$ cat src/rtl/core/adagrad_pkg.sv
// shared constants, types and the config register codes for the adagrad update block
// no dependencies
package adagrad_pkg;

  localparam int unsigned StoreDepth = 4096;
  localparam int unsigned IdxW       = 12;
  localparam int unsigned AddrW      = $clog2(StoreDepth);
  localparam int unsigned AccW       = 64;
  localparam int unsigned RootW      = 32;
  localparam int unsigned DenW       = 33;
  localparam int unsigned NumW       = 48;
  localparam int unsigned QDepth     = 4;

  localparam logic [IdxW-1:0] RegLearningRate = IdxW'(0);
  localparam logic [IdxW-1:0] RegEpsilon      = IdxW'(1);

  // one word as it travels from the front to the back
  typedef struct packed {
    logic [IdxW-1:0] index;
    logic            fresh;
    logic [31:0]     weight_in;
    logic            neg;
    logic [31:0]     mag;
  } front_word_t;

endpackage

$ cat src/rtl/core/adagrad_front.sv
// front: queues input words, splitting the gradient into sign and magnitude
// uses adagrad_pkg
module adagrad_front import adagrad_pkg::*; (
  input  logic               clk_i,
  input  logic               rst_ni,
  input  logic               in_valid_i,
  output logic               in_ready_o,
  input  logic [IdxW-1:0]    index_i,
  input  logic               fresh_i,
  input  logic signed [31:0] weight_in_i,
  input  logic signed [31:0] gradient_i,
  output logic               q_valid_o,
  input  logic               q_ready_i,
  output front_word_t        q_word_o
);

  front_word_t mem_q [QDepth];
  logic [$clog2(QDepth)-1:0] wp_q, rp_q;
  logic [$clog2(QDepth):0]   cnt_q;
  logic push, pop;
  front_word_t w;

  always_comb begin
    w.index     = index_i;
    w.fresh     = fresh_i;
    w.weight_in = weight_in_i;
    w.neg       = gradient_i[31];
    w.mag       = gradient_i[31] ? 32'(-gradient_i) : gradient_i;
  end

  assign in_ready_o = cnt_q != ($clog2(QDepth)+1)'(QDepth);
  assign push       = in_valid_i && in_ready_o;
  assign q_valid_o  = cnt_q != '0;
  assign pop        = q_valid_o && q_ready_i;
  assign q_word_o   = mem_q[rp_q];

  always_ff @(posedge clk_i) begin
    if (push) begin
      mem_q[wp_q] <= w;
    end
  end

  always_ff @(posedge clk_i or negedge rst_ni) begin
    if (!rst_ni) begin
      wp_q  <= '0;
      rp_q  <= '0;
      cnt_q <= '0;
    end else begin
      if (push) wp_q <= wp_q + 1'b1;
      if (pop)  rp_q <= rp_q + 1'b1;
      cnt_q <= cnt_q + ($clog2(QDepth)+1)'(push) - ($clog2(QDepth)+1)'(pop);
    end
  end

endmodule

$ cat config.mk
export PLATFORM = sky130hd
export DESIGN_NAME = adagrad_front
export DESIGN_NICKNAME = d
export VERILOG_FILES = /design/src/rtl/core/adagrad_pkg.sv /design/src/rtl/core/adagrad_front.sv
export SDC_FILE = /design/constraint.sdc
export NUM_CORES = 1
export LEC_CHECK = 0
export ABC_CLOCK_PERIOD_IN_PS = 2700
export BUFFER_PORTS_ARGS = -buffer_cell sky130_fd_sc_hd__buf_2
export CAP_MARGIN = 20
export CORE_AREA = 3 3 204 126
export CTS_CLUSTER_DIAMETER = 30
export CTS_CLUSTER_SIZE = 12
export DETAILED_ROUTE_END_ITERATION = 7
export DIE_AREA = 0 0 207 129
export HOLD_SLACK_MARGIN = 0.1
export PLACE_DENSITY = 0.75
export SKIP_LAST_GASP = 1
export SYNTH_ARGS = -nofsm -noshare
export SYNTH_HDL_FRONTEND = slang
export SYNTH_SLANG_ARGS = --single-unit
$ cat constraint.sdc
create_clock -name clk_i -period 2.7 [get_ports clk_i]
set_input_delay 0.54 -clock clk_i [delete_from_list [all_inputs] [get_ports clk_i]]
set_output_delay 0.54 -clock clk_i [all_outputs]
set_load 0.02 [all_outputs]
* Yosys cells after proc, flatten, opt, wreduce, memory -nomap -nowiden
Memories as Yosys holds them, arrays and structs flattened.
Index checks and enable logic that the tools add are counted.
** Operators by class
- Reduce and logical (&&, ||, !) cells :: 3
- $add $sub $neg :: 5
- Mux-type cells :: 3
- Eq/ne operators :: 1
** Operators by type and width (number)
- $mux W32 :: 1
- $neg A32 Y32 :: 1
- $add A2 B1 Y2 const B :: 2
- $add A3 B1 Y3 :: 1
- $ne A3 B3 Y1 const B :: 1
- $reduce_bool A3 Y1 :: 1
- $sub A3 B1 Y3 :: 1
- $logic_and A1 B1 Y1 :: 2
- $mux W1 :: 2
** Storage, ports and cells
- Memories kept :: 1
- Output and inout bits :: 80
- Register bits :: 7
- RAM bits :: 312
- Logic and storage cells :: 16
** Memories
- mem_q :: depth 4, width 78, read ports 1, clocked after Yosys merged registers in 0, write ports 1, line adagrad_front.sv:17 : front_word_t mem_q [QDepth];

* Longest topological paths before layout
Gate-level depths: netlist of run 1.
- Depth in word-level cells :: 4
- Gate-level depth with buffers :: 10
- Depth with buffers taken out :: 10

* Worst setup path before layout of run 1
OpenSTA, ideal clock, no wires.
- Path kind :: reg2reg
- From :: reg cnt_q[1]
- To :: mem mem_q[0][0] in the netlist's numbering, enable pin
- Arrival :: 2.559 ns
- Setup slack :: -0.304 ns
- Clock period less this slack :: 3.004 ns
- Cell stages (with the launch flop) :: 4
- Library setup time :: 0.445 ns
- Required time :: 2.255 ns
- Buffers on the path :: 0
- Cell sequence :: dfrtp_1 nor2_1 nand2_1 and3_1
** On the way
- Word-level cells in the longest chain between the ends :: 4
** RTL lines
- start, declared :: line adagrad_front.sv:19 : logic [$clog2(QDepth):0] cnt_q;
- start signal, assigned :: line adagrad_front.sv:51 : cnt_q <= cnt_q + ($clog2(QDepth)+1)'(push) - ($clog2(QDepth)+1)'(pop);
- $ne A3 B3 Y1 :: line adagrad_front.sv:31 : assign in_ready_o = cnt_q != ($clog2(QDepth)+1)'(QDepth);
- via in_ready_o :: line adagrad_front.sv:7 : output logic in_ready_o,
- $logic_and A1 B1 Y1 :: line adagrad_front.sv:32 : assign push = in_valid_i && in_ready_o;
- $mux W1 :: line adagrad_front.sv:38 : if (push) begin
- $mux W1 (implied by the code) :: line adagrad_front.sv:39 : mem_q[wp_q] <= w;
- end, declared :: line adagrad_front.sv:17
The timed path passes the listed nets, and every way through them passes these cells.

==> impl_summary.md, run 1 <==
Yosys
The commonest cells after synthesis are 312 x sky130_fd_sc_hd__edfxtp_1, 78 x sky130_fd_sc_hd__mux4_2, 31 x sky130_fd_sc_hd__xnor2_1. The mux cell area share after synthesis is 14.3%. The largest area contributor in the netlist is sky130_fd_sc_hd__edfxtp_1. The share of synthesized area occupied by flip-flops and latches is 77.2%.

The most used standard cell by instance count after synthesis is sky130_fd_sc_hd__edfxtp_1. The xor and xnor fraction of the mapped netlist area is 2.41%. The synthesized area divided by synthesized cell count is 22.8 sq um. The net count after synthesis is 631.

The synthesized netlist devotes 2.04% of its cell area to compound gates. The adder and majority cell fraction of the synthesized area is 0.870%. Of the total synthesized cell area, the portion taken by AND, OR, NAND and NOR gates is 2.01%. The gate count after technology mapping is 542. For this run, the number of Yosys warnings is 0. After synthesis, the largest area contributor takes up 75.8% of total cell area.

The most used flip-flop cell after synthesis is sky130_fd_sc_hd__edfxtp_1. By area the synthesized netlist is led by sky130_fd_sc_hd__edfxtp_1 76%, sky130_fd_sc_hd__mux4_2 14%, sky130_fd_sc_hd__xnor2_1 2.2%. The synthesized design contains 312 enable-type register cells. In this run the cell area of the synthesized design comes to 12400 sq um. Synthesis instantiated 35 different standard cells from the library. After synthesis, the share of flip-flops with an asynchronous set or reset is 2.19%.

The largest family of logic cells by synthesized area is multiplexers. After synthesis the netlist holds a flip-flop and latch count of 319.

STA
The number of max-slew violations in the final report is 0. The worst-margin pin slew is 0.631 ns. Setup repair after global routing could not meet its margin everywhere.

Of the available clock period, the critical path in the final layout requires 98.5%. For the finished layout, the period the worst path requires is 2.66 ns. The total negative slack is 0 ns. The headroom to the max-slew limit is 57.5%. The peak clock frequency supported by timing is 0.376 GHz. The setup slack of the critical path after layout is 0.0415 ns. The final number of hold-violating endpoints came to 0.

The number of endpoints failing setup at the final stage is 0. The post-route clock skew is 0.0158 ns.

Setup path
The endpoint of the lowest-slack register-to-register path is cnt_q[2]. The critical path start-end classification is flip-flop to output pin. The critical path required time is 2.16 ns. The number of cells on the worst reg-to-reg path is 8. The capturing instance or port of the critical path is q_word_o[26]. STA classifies the critical path startpoint as a flip-flop. Of all nets on the critical path, the largest fanout is 9. The reg-to-reg startpoint is cnt_q[1]. The register-to-register path setup slack is 0.32 ns. The start point of the critical path is rp_q[0]. The worst setup path is captured at an output pin. The data arrival time of the worst path is 2.12 ns.

Global routing
The number of global-route vias before repair is 6668. Global routing used 19.3% of the available tracks. The initial antenna violation count is 2.

The total global routing overflow is 0. The first-pass GRT wire length is 39200 um. Entering global routing, the biggest net connects 77 pins.

Route
The final route contains 6311 vias. The routed wirelength normalized by instance count is 23.0 um. The starting DRC count in detailed routing is 489.

Dividing the detail-routed via count by the number of cells gives 5.72. In the routed design, unresolved DRC markers number 0. The sum of routed wire length over all layers is 25400 um.

For this run, the detailed router's first-pass iteration total came to 5. In this run the remaining antenna-violating nets after routing total 0.

Hold path
The launch point of the worst hold path is index_i[3]. The worst min-delay path class is input pin to flip-flop.

Placement
In this run the cell area measured after placement is 13700 sq um. The HPWL after detailed placement is 15200 um. Timing analysis after detailed placement gives a worst setup slack of 0.0475 ns. The count of buffers added on input and output ports is 160. The congestion estimate from routability-driven global placement came to 0.761.

Floorplan
The floorplan step set the die width to 207 um. Once the floorplan was initialized, standard cells occupied 51.5% of the core. The die is 129 um tall. During I/O placement, the number of pins put on the boundary was 161.

In this run the standard cell core region covers 24000 sq um. Row generation in the floorplan step produced 44 rows. The die covers 26700 sq um.

Run
Max-cap violations in this run came to 0.

Layout
The number of antenna diodes in the final layout is 0. The sequential cell area is 9550 sq um. After the last flow step, the layout net total stands at 836.

Relative to the synthesized area, the layout overhead comes to 23.4%. After routing the design area is 15300 sq um. The number of fillers in the final layout is 1668. The fraction of final layout cells with drive strength greater than 1 is 44.2%. The multi-input combinational cells in the finished layout cover a total of 2700 sq um.

Status
The run finished with clean final reports.

Clock tree
The root buffer cell chosen for the clock tree is sky130_fd_sc_hd__clkbuf_16. The clock-pin slew on the worst setup and hold paths is 0.05 ns. Counting along the longest clock path gives a buffer depth of 3.

The later-pin clock latency in the skew report is 0.53 ns. The clock tree from TritonCTS is done. The number of buffers inserted during clock tree synthesis is 45. Counting every sink on the clock net gives 319. The H-tree was split into 2 levels.

Power and ir drop
Overall power consumption after layout is estimated at 18000 uW. The worst supply voltage drop on vdd is 0.791 mV. For this design the ratio of total power to cell area is 1180 nW/um^2. The analysis attributes to cell leakage a power of 0.00525 uW.
==> worst max-delay path, stage by stage (launching register included) <==
cell and delay (ns):
sky130_fd_sc_hd__dfrtp_4 0.56, sky130_fd_sc_hd__buf_4 0.25, sky130_fd_sc_hd__mux4_2 0.58, sky130_fd_sc_hd__buf_2 0.19
==> per-stage QoR <==
step                      util (%)  hold WS (ns)  cells
final                         63.6         0.218   1104
after CTS                     63.4         0.188   1102
after global placement        57.1         0.378   1016
after floorplan                  -         0.244    542
after global routing          63.6         0.200   1104
after detailed placement      57.1         0.389   1016
==> worst min-delay path by stage <==
stage,end,slack [ns],cells after the start
after floorplan,cnt_q[0],0.24,0
after global placement,wp_q[1],0.38,1
after detailed placement,wp_q[1],0.39,1
after CTS,mem_q[1][69],0.19,1
after global routing,mem_q[2][38],0.20,1
final,mem_q[1][69],0.22,1
==> sequential cells by signal, summed over array words and instances (netlist names) <==
signal,cells
mem_q,312
cnt_q,3
rp_q,2
wp_q,2
==> metal layers <==
layer  wire, um  global-route usage [%]  up-vias
met1      11200                    28.2     3310
met3       1920                    5.00       46
met2      11700                    29.3      249
met4        510                    5.62        4
met5         32                       0        -
li1           -                       -     2702
==> placed cells by master, fill, tap and decap left out, types with 2 or more instances in the layout <==
| cell type | n |
|---|---|
| sky130_fd_sc_hd__xor2_1 | 3 |
| sky130_fd_sc_hd__inv_6 | 5 |
| sky130_fd_sc_hd__o21ai_0 | 4 |
| sky130_fd_sc_hd__buf_6 | 2 |
| sky130_fd_sc_hd__buf_12 | 7 |
| sky130_fd_sc_hd__or4_4 | 2 |
| sky130_fd_sc_hd__clkinv_4 | 2 |
| sky130_fd_sc_hd__o41ai_2 | 4 |
| sky130_fd_sc_hd__clkinvlp_4 | 3 |
| sky130_fd_sc_hd__buf_2 | 160 |
| sky130_fd_sc_hd__edfxtp_1 | 312 |
| sky130_fd_sc_hd__clkbuf_16 | 47 |
| sky130_fd_sc_hd__o31ai_2 | 4 |
| sky130_fd_sc_hd__o41ai_1 | 2 |
| sky130_fd_sc_hd__inv_1 | 9 |
| sky130_fd_sc_hd__and3_4 | 4 |
| sky130_fd_sc_hd__o31ai_1 | 8 |
| sky130_fd_sc_hd__nand2_1 | 11 |
| sky130_fd_sc_hd__nand2b_1 | 2 |
| sky130_fd_sc_hd__clkbuf_1 | 6 |
| sky130_fd_sc_hd__xnor2_1 | 31 |
| sky130_fd_sc_hd__nand3_1 | 3 |
| sky130_fd_sc_hd__buf_4 | 10 |
| sky130_fd_sc_hd__and2_1 | 2 |
| sky130_fd_sc_hd__ha_1 | 7 |
| sky130_fd_sc_hd__nor2_1 | 3 |
| sky130_fd_sc_hd__nor3_1 | 2 |
| sky130_fd_sc_hd__bufinv_16 | 4 |
| sky130_fd_sc_hd__clkinv_2 | 6 |
| sky130_fd_sc_hd__clkinv_1 | 7 |
| sky130_fd_sc_hd__dfrtp_4 | 2 |
| sky130_fd_sc_hd__or3_1 | 4 |
| sky130_fd_sc_hd__dfrtp_1 | 5 |
| sky130_fd_sc_hd__mux4_2 | 78 |
| sky130_fd_sc_hd__nor4_1 | 6 |
| sky130_fd_sc_hd__nand4_1 | 2 |
==> report_power, final <==
part / internal, uW / switching (uW) / leakage [uW]
registers: 6600 / 324 / 0.00294
logic: 2240 / 3170 / 0.00159
clock network: 3600 / 2070 / 0.000722
==> layout make-up <==
type	instances	area share, %
inverters	9	0.221
multi-input cells	190	17.7
flip-flops and latches	319	62.6
clock inverters	28	1.78
well taps	322	2.64
repair buffers	182	7.15
clock buffers	54	7.95
==> repair_timing <==
item                                    CTS  global route
endpoints found under the hold margin     7             0
endpoints found under the setup margin   66            43
pin swaps                                 0             0
cloned                                    0             0
setup buffers                             3             2
hold buffers                              1             0
gates resized for setup                   0             3
==> cells by family after synthesis <==
group                    count (synthesis)
XOR/XNOR                                34
flip-flops                             319
AO/OA/AOI/OAI                           25
buffers and inverters                   33
adder cells (fa/ha/maj)                  8
multiplexers                            79
AND/OR/NAND/NOR                         44
Note: power is estimated with default switching activity, not from simulation.
==> inputs of run 2 (changes only) <==
--- a/config.mk
+++ b/config.mk
@@ -10,10 +10,11 @@
 export CAP_MARGIN = 20
 export CORE_AREA = 3 3 204 126
 export CTS_CLUSTER_DIAMETER = 30
-export CTS_CLUSTER_SIZE = 12
+export CTS_CLUSTER_SIZE = 8
 export DETAILED_ROUTE_END_ITERATION = 7
 export DIE_AREA = 0 0 207 129
 export HOLD_SLACK_MARGIN = 0.1
+export MAX_ROUTING_LAYER = met4
 export PLACE_DENSITY = 0.75
 export SKIP_LAST_GASP = 1
 export SYNTH_ARGS = -nofsm -noshare
==> run 2 against run 1 <==
  * Non-clock buffer count did not move
  * Clock power fell by 2%
  * Wire length fell by 0.50%
  * Design area fell by 0.27%
  * Sequential share of layout area rose by 0.17 points
  * Via count fell by 0.36%
  * Clock skew fell by 0.0044 ns
  * Critical path depth did not move
  * Largest cell class unchanged
==> impl_summary.md, run 2 (same netlist as run 1, synthesis figures left out) <==
Setup path
The data arrival time of the worst path is 2.10 ns (-0.02 ns). The critical path required time is 2.16 ns (about the same). The worst setup path is of the flip-flop to output pin kind. The maximum fanout count along the critical path is 25 (+16). The category of the worst setup path capture point is an output pin. The worst setup path is launched from a flip-flop.

Layout
Ranked by flip-flop count, first place goes to mem_q. The top cell types in the final layout, fill and taps aside, are 312 x sky130_fd_sc_hd__edfxtp_1, 160 x sky130_fd_sc_hd__buf_2, 78 x sky130_fd_sc_hd__mux4_2, 51 x sky130_fd_sc_hd__clkbuf_16, 31 x sky130_fd_sc_hd__xnor2_1. In the final layout, the registers with the most flip-flops are mem_q: 312 flops, cnt_q: 3 flops. The number of standard cells in the layout, taps in and fillers out was 1096 (-0.72%).

The layout net count is 840 (+0.48%). The fraction of final layout cells with drive strength greater than 1 was 43.4% (-0.85 points). The number of flip-flops in the largest register was 312 (unchanged). The number of fillers in the final layout came to 1647 (-1.3%). The area growth from synthesis to final layout is 23.1%. Leaving out fill and tap cells, the most frequent cell in the layout is sky130_fd_sc_hd__edfxtp_1.

Route
The sum of routed wire length over all layers is 25300 um (-0.50%). The routed via count is 6288 (-0.36%). The number of iterations in the first detailed-routing pass is 5 (unchanged).

The count of unresolved DRC violations after routing is 0 (unchanged). The starting DRC count in detailed routing is 428 (-12%). The routed wirelength normalized by instance count came to 23.1 um (+0.23%).

The remaining antenna violation count was 0 (unchanged). The average via count per standard cell is 5.74 (+0.36%).

Floorplan
The I/O pin total is 161 (unchanged). The width of the die is 207 um (unchanged). The overall die area is 26700 sq um (unchanged). The chip height is 129 um (unchanged). The standard-cell row count was 44 (unchanged). The initial cell density of the core came to 51.5% (unchanged). The area of the core region is 24000 sq um (unchanged).

STA
Setup repair after global routing could not meet its margin everywhere. The share of the clock period used by the worst path is 97.9% (-0.61 points). The post-route clock skew is 0.0113 ns (-0.00443 ns). The worst slack on hold paths is 0.216 ns (-0.00205 ns). The number of max-slew violations in the final report is 0 (unchanged). The number of endpoints failing setup at the final stage is 0 (unchanged).

The headroom to the max-slew limit is 58.0% (+0.47 points). The final number of hold-violating endpoints is 0 (unchanged). The peak clock frequency supported by timing is 0.378 GHz (+0.62%). The worst-margin pin slew came to 0.630 ns (-0.00124 ns).

The final critical-path required period is 2.64 ns (-0.0164 ns). The setup slack of the critical path after layout is 0.0578 ns (+0.0164 ns).

Power and ir drop
The switching power summed over all nets was 5450 uW (-2.2%). The cell internal power dissipation came to 12500 uW (about the same). The fraction of power spent switching nets is 30.4% (-0.48 points). The fraction of power consumed by combinational cells came to 30.2% (about the same). The share of power burned in registers was 38.8% (+0.4 points).

The clock power share is 31.0% (-0.5 points). The power density over the cells is 1180 nW/um^2 (-0.37%). The worst supply voltage drop on vdd came to 0.836 mV (+5.6%).

The standby leakage power was 0.00523 uW (-0.46%).

Global routing
The total track usage is 20.0% (+0.79 points). The total global routing overflow is 0 (unchanged). The number of global-route vias before repair is 6707 (+0.58%).

The largest net degree at the start of global routing was 77 (unchanged). The initial antenna violation count is 2 (unchanged). The first-pass GRT wire length was 39300 um (+0.25%).

Placement
The count of input and output buffers is 160 (unchanged). The number of placed cells counting well taps was 1016 (unchanged). The global placer's final weighted congestion is 0.771 (+1.3%).

The minimum setup slack after placement is 0.0475 ns (unchanged). The HPWL after detailed placement is 15200 um (unchanged).

Hold path
The path class of the tightest hold or removal check is input pin to flip-flop.

Clock tree
The later-pin clock latency in the skew report is 0.54 ns (about the same). The clock tree from TritonCTS is done. The clock sink count is 319 (unchanged). The number of buffers inserted during clock tree synthesis is 49 (+8.9%). The maximum buffer depth of the clock tree came to 3 (unchanged).

Clock tree synthesis selected as its root buffer the cell sky130_fd_sc_hd__clkbuf_16. The maximum level of the CTS H-tree was 2 (unchanged). The clock-pin slew on the worst setup and hold paths is 0.05 ns (about the same).

Run
The number of maximum-capacitance violations is 0 (unchanged).

Status
The flow ran to the end, and the final reports show no timing, DRC or antenna violations.
[run 2: cell count changes in the layout (fill, tap and decap cells not counted), sizes merged]
cell	before	now
diode	0	2
clkinvlp	3	1
clkinv	15	5
inv	15	10
bufinv	4	2
clkbuf	54	63
[run 2: metal layers]
metal  part of all wire, %  wire (um)  global-route usage, %  vias up
li1                      -          -                      -     2701
met1                    44      11100                   28.4     3282
met2                    46      11700                   29.4      271
met3                   8.1       2060                   5.38       34
met4                   1.4        365                   5.14        0
met5                     0          0                      -        -
[run 2: worst max-delay path, stage by stage (launching register included)]
cell                      delay (ns)
sky130_fd_sc_hd__dfrtp_4        0.55
sky130_fd_sc_hd__buf_16         0.25
sky130_fd_sc_hd__mux4_2         0.56
sky130_fd_sc_hd__buf_2          0.18
[run 2: timing repair]
item	CTS	global route
resized for setup	0	3
endpoints found under the setup margin	66	33
endpoints found under the hold margin	7	0
hold buffers	1	0
buffers inserted	4	1
[run 2: stage by stage]
stage	setup TNS, ns	utilization (%)	area, sq um	power (uW)
3_3_place_gp	0	57.1	13700	12300
3_5_place_dp	0	57.1	13700	12400
2_1_floorplan	0	-	12400	10400
5_1_grt	-0.194	63.4	15200	18700
6_report	0	63.4	15200	17900
4_1_cts	-0.0509	63.3	15200	18100
[run 2: power by group through the flow]
stage	Sequential [uW]	Clock [uW]	Combinational (uW)
after floorplan	6840	0	3600
after global placement	7030	0	5230
after detailed placement	7120	0	5310
after CTS	6950	5670	5510
after global routing	7020	5920	5790
final	6940	5550	5410
[run 2: final cells by class]
type / instances / area [sq um] / share of cell area (%)
Tap cell: 322 / 403 / 2.65
Clock inverter: 9 / 96.3 / 0.633
Clock buffer: 63 / 1340 / 8.81
Timing Repair Buffer: 182 / 1090 / 7.17
Sequential cell: 319 / 9550 / 62.8
Multi-Input combinational cell: 190 / 2700 / 17.7
Antenna cell: 2 / 5.00 / 0.0329
Inverter: 9 / 33.8 / 0.222
[run 2: worst paths after layout]
| kind | cells past startpoint | endpoint | slack (ns) | startpoint |
|---|---|---|---|---|
| setup / recovery | 3 | q_word_o[43] | 0.06 | rp_q[0] |
| hold / removal | 1 | mem_q[1][66] | 0.22 | index_i[0] |
| setup reg to reg | 8 | cnt_q[2] | 0.34 | cnt_q[1] |
| hold reg to reg | 1 | cnt_q[2] | 0.50 | cnt_q[2] |
| max in group asynchronous | 2 | rp_q[0] | 2.12 | rst_ni |
| min in group asynchronous | 2 | rp_q[1] | 0.39 | rst_ni |
